`config.mk`:
```
export PLATFORM = sky130hd
export DESIGN_NAME = fps_alu
export DESIGN_NICKNAME = d
export VERILOG_FILES = /design/src/rtl/fps_pkg.sv /design/src/rtl/fps_alu.sv
export SDC_FILE = /design/constraint.sdc
export NUM_CORES = 1
export LEC_CHECK = 0
export ABC_AREA = 0
export BUFFER_PORTS_ARGS = -buffer_cell sky130_fd_sc_hd__buf_2
export CAP_MARGIN = 20
export CORE_ASPECT_RATIO = 0.5
export CORE_MARGIN = 2
export CORE_UTILIZATION = 42
export DETAILED_ROUTE_END_ITERATION = 8
export GPL_ROUTABILITY_DRIVEN = 0
export PLACE_DENSITY = 0.82
export SYNTH_ARGS = -nofsm -noshare
export SYNTH_HDL_FRONTEND = slang
export SYNTH_SLANG_ARGS = --single-unit
```
`constraint.sdc`:
```
create_clock -name vclk -period 2.7
set_input_delay 0.135 -clock vclk [all_inputs]
set_output_delay 0.135 -clock vclk [all_outputs]
set_load 0.005 [all_outputs]
```
`src/rtl/fps_pkg.sv`:
```
// Shared constants, codes and types of the Fenwick prefix-sum store.
`default_nettype none

package fps_pkg;

    localparam int ROWS    = 8;
    localparam int SIZE    = 512;

    localparam int MODE_W  = 2;
    localparam int ROW_W   = 3;
    localparam int POS_W   = 10;
    localparam int DELTA_W = 16;
    localparam int DATA_W  = 32;
    localparam int CFG_W   = 10;

    localparam int POS_AW  = (SIZE > 1) ? $clog2(SIZE) : 1;
    localparam int ROW_AW  = (ROWS > 1) ? $clog2(ROWS) : 1;
    localparam int ADDR_W  = ROW_AW + POS_AW;
    localparam int LIM_W   = ($clog2(SIZE + 1) > CFG_W) ? $clog2(SIZE + 1) : CFG_W;
    localparam int IDX_W   = LIM_W + 1;

    localparam logic [CFG_W-1:0] ACTIVE_SIZE_RST = CFG_W'(512);

    typedef enum logic [MODE_W-1:0] {
        MODE_ADD   = 2'd0,
        MODE_QUERY = 2'd1,
        MODE_CLEAR = 2'd2,
        MODE_NOP   = 2'd3
    } t_mode;

    typedef enum logic [2:0] {
        ST_INIT,
        ST_IDLE,
        ST_ADD_RD,
        ST_ADD_WR,
        ST_SUM_RD,
        ST_SUM_ACC,
        ST_CLR,
        ST_FIN
    } t_state;

    typedef struct packed {
        logic step_down;
        logic add_acc;
    } t_alu_ctl;

endpackage

`default_nettype wire

```
`src/rtl/fps_alu.sv`:
```
// Shared node adder and lowest-set-bit index stepper of the tree walk.
`default_nettype none

module fps_alu (
    input  wire fps_pkg::t_alu_ctl                 i_ctl,
    input  wire logic [fps_pkg::DATA_W-1:0]        i_mem_data,
    input  wire logic [fps_pkg::DATA_W-1:0]        i_acc,
    input  wire logic [fps_pkg::DATA_W-1:0]        i_delta,
    input  wire logic [fps_pkg::IDX_W-1:0]         i_idx,
    output logic      [fps_pkg::DATA_W-1:0]        o_sum,
    output logic      [fps_pkg::IDX_W-1:0]         o_idx_next
);

    logic [fps_pkg::IDX_W-1:0] w_low;

    // isolate the lowest set bit of the index
    assign w_low = i_idx & (~i_idx + fps_pkg::IDX_W'(1));

    assign o_sum      = i_mem_data + (i_ctl.add_acc ? i_acc : i_delta);
    assign o_idx_next = i_ctl.step_down ? (i_idx - w_low) : (i_idx + w_low);

endmodule

`default_nettype wire

```
# --- Word level (Yosys, flattened, before mapping) ---
# Index checks and enable logic that the tools add are counted.
word_totals:
  ff_bits: 0
  input_bits: 109
  output_inout_bits: 43
  word_cells: 8
classes:
  add_sub_neg: 4
  muxes: 2
  n_bitwise: 2
op_table:
  columns: ["op", "n"]
  rows:
  - ["32-bit adder", 1]
  - ["32-bit two-way mux", 1]
  - ["11-bit by 1-bit adder with 11-bit output, second input constant", 1]
  - ["11-bit adder", 1]
  - ["11-bit bitwise AND", 1]
  - ["11-bit two-way mux", 1]
  - ["11-bit inverter", 1]
  - ["11-bit subtractor", 1]

# --- Longest topological paths before layout ---
logic_depth:
  word_depth: 5
  mapped_depth: 13

# --- Worst setup path after synthesis ---
# Ideal clock, no wire load.
synth_path:
  path_type: "input port to output port"
  start: "input port i_ctl[0] in the netlist's numbering"
  end: "output port o_sum[29] in the netlist's numbering"
  t_arrival_ns: 2.737
  required_ns: 2.565
  slack_ns: -0.172
  path_stages: 12
  cell_sequence: "clkbuf_1 clkbuf_1 mux2_2 ha_1 clkbuf_2 nand2_1 nor4_2 and2_1 a21oi_2 or2_1 a311o_1 xnor2_1"
synth_between:
  elab_chain_len: 2
synth_lines:
  columns: ["element", "line_no", "text"]
  rows:
  - ["start: declaration", "fps_alu.sv:5", "input wire fps_pkg::t_alu_ctl i_ctl,"]
  - ["32-bit two-way mux", "fps_alu.sv:19", "assign o_sum = i_mem_data + (i_ctl.add_acc ? i_acc : i_delta);"]
  - ["32-bit adder", "fps_alu.sv:19", null]
  - ["end: declaration", "fps_alu.sv:10", "output logic [fps_pkg::DATA_W-1:0] o_sum,"]
# Every way passes these cells.

# --- Worst setup path in the final report ---
layout_path:
  start: "input port i_ctl[0] in the netlist's numbering"
  end: "output port o_sum[24] in the netlist's numbering"
# The elaborated chain is that of the path after synthesis.

==> impl_metrics.env <==
export IMPL_outcome="finished with violations"
export IMPL_violations="negative setup slack"
export IMPL_ys_seq_area_share_pct=0
export IMPL_drive_above_1_share_pct=61.63
export IMPL_nClkBuffers=0
export IMPL_std_cell_rows=19
export IMPL_synth_most_common_cell="ha_1"
export IMPL_die_w_um=112.4
export IMPL_cp_max_fo=7
export IMPL_ys_warn_count=0
export IMPL_wl_per_cell_um=18.17
export IMPL_hold_violations=0
export IMPL_peakVddDrop_mv=0.1937
export IMPL_crit_start="i_ctl[0]"
export IMPL_netlist_area_um2=2467
export IMPL_crit_path_start_kind="input port"
export IMPL_dieArea_um2=6541
export IMPL_ant_nets=0
export IMPL_die_h_um=58.20
export IMPL_finalSetupViolations=5
export IMPL_vias=3708
export IMPL_critPathCaptureType="output pin"
export IMPL_ys_top_cells_by_count="41 x ha_1, 40 x a21oi_1, 30 x mux2_2"
export IMPL_final_cell_area_um2=4548
export IMPL_fmax_mhz=353.1
export IMPL_grt_busiest_layer="met2"
export IMPL_regArea_um2=0
export IMPL_gr_total_overflow=0
export IMPL_grt_max_degree=11
export IMPL_seq_cell_count=0
export IMPL_dr_pass1_iters=5
export IMPL_drc=0
export IMPL_synth_top_cell_area_share_pct=20.79
export IMPL_hpwl_mm=6.597
export IMPL_syn_inst=335
export IMPL_rsz0062_at_grt="true"
export IMPL_drv_slew=0
export IMPL_gr_usage_all_layers_pct=26.09
export IMPL_setup_tns_final_ns=-0.2828
export IMPL_p_leak_uw=0.002212
export IMPL_crit_required_ns=2.57
export IMPL_period_needed_ns=2.832
export IMPL_start_util_pct=44.35
export IMPL_use_met3_pct=2.615
export IMPL_fin_nets=716
export IMPL_hold_path_class="input port to output pin"
export IMPL_synthTopCellsByArea="ha_1 21%, mux2_2 14%, xnor2_1 8.9%, a21oi_1 8.1%, xor2_1 4.6%"
export IMPL_total_power_uw=1407
export IMPL_grt_pass1_vias=3322
export IMPL_grt_pass1_wl_mm=14.33
export IMPL_postLayoutCoreUtil_pct=81.76
export IMPL_grtUsageMet1_pct=30.13
export IMPL_synth_cell_types=53
export IMPL_place_area_um2=3846
export IMPL_io_buffers=151
export IMPL_worstPathArrival_ns=2.70
export IMPL_use_met2_pct=50.00
export IMPL_setup_slack_ns=-0.1322
export IMPL_synthesis_nets=486
export IMPL_core_um2=5563
export IMPL_io_pin_count=152
export IMPL_drv_cap=0
export IMPL_hp_start="i_mem_data[0]"
export IMPL_via_per_inst=5.821
export IMPL_fin_crit_sh_pct=104.9
export IMPL_wirelength_mm=11.57
export IMPL_antenna_found_initial=1
export IMPL_area_growth_syn_to_layout_pct=84.33
export IMPL_drt_iter0_markers=218
export IMPL_power_density_cell_area_nw_per_um2=309.3
export IMPL_criticalPathCategory="input port to output pin"
export IMPL_cts_hold_buf=0
export IMPL_yosysTopAreaCell="ha_1"
export IMPL_synth_avg_cell_area_um2=7.365
## final cells by class
cell class                 instances  area (um^2)
inverter                          13        48.80
antenna                            1        2.502
multi-input combinational        312         2904
timing repair buffer             238         1501
fill                             329         1015
tap                               73        91.34
## routing by layer
| metal | wire length (um) | vias up |
|---|---|---|
| met2 | 5570 | 252 |
| met5 | 0 | - |
| met3 | 970 | 76 |
| met4 | 704 | 0 |
| met1 | 4329 | 1697 |
| li1 | - | 1683 |
## worst max-delay path, cell delays in order
cell,delay (ns)
buf_12,0.13
mux2_4,0.32
ha_4,0.17
inv_2,0.05
fa_2,0.20
nand2b_4,0.14
a21oi_4,0.07
o21ai_4,0.22
nand3b_1,0.15
a221o_1,0.35
a221oi_2,0.26
o21ai_1,0.12
xor2_1,0.22
buf_2,0.16
## kinds of logic after synthesis
| logic type | synth area share, % |
|---|---|
| mux | 14.91 |
| fa+ha+maj | 21.60 |
| compound gates | 27.79 |
| xor+xnor | 13.49 |
| buf+inv | 3.753 |
| simple gates | 18.31 |
| other cells | 0.1520 |
## placed cells by master, fill, tap and decap left out, types with 2 or more instances in the layout
| cell type | n |
|---|---|
| nor3_1 | 4 |
| o31ai_1 | 2 |
| xor2_1 | 13 |
| buf_4 | 80 |
| or3_4 | 3 |
| mux2_4 | 8 |
| o21a_1 | 3 |
| nor3_4 | 2 |
| a21oi_4 | 3 |
| o21ai_2 | 5 |
| o21ai_1 | 9 |
| ha_4 | 20 |
| buf_6 | 6 |
| nand2_1 | 25 |
| o21bai_1 | 6 |
| o211ai_1 | 4 |
| nor2_1 | 23 |
| ha_1 | 21 |
| buf_2 | 148 |
| o21ai_0 | 9 |
| a21oi_1 | 24 |
| nor2_2 | 5 |
| mux2i_1 | 2 |
| buf_12 | 2 |
| nand4_1 | 4 |
| inv_2 | 2 |
| nor3_2 | 4 |
| nor2b_1 | 3 |
| inv_1 | 11 |
| a21o_1 | 12 |
| a21oi_2 | 15 |
| nand2b_1 | 4 |
| xnor2_1 | 24 |
| nand2_2 | 3 |
| mux2_2 | 22 |
## final timing paths
check | to | slack (ns) | cells after the start
min | o_sum[0] | 0.59 | 3
max | o_sum[24] | -0.13 | 14
## power by group
group          switching, uW  internal [uW]
logic                    676            731
registers                  0              0
clock network              0      0.0000495
## stage by stage
stage	std cells	hold WS [ns]	setup slack (ns)
after global routing	637	0.6025	-0.3212
after detailed placement	624	0.5684	-0.2941
after global placement	624	0.5542	-0.1666
after floorplan	335	0.3889	-0.007800
after CTS	631	0.5972	-0.05096
final	637	0.5879	-0.1322
## timing repair
item,CTS,global route
pin swaps,26,40
cloned,1,1
gates resized for setup,45,61
setup endpoints to repair,11,14
buffers inserted,6,4
No activity file was read; power rests on OpenSTA's default activity.
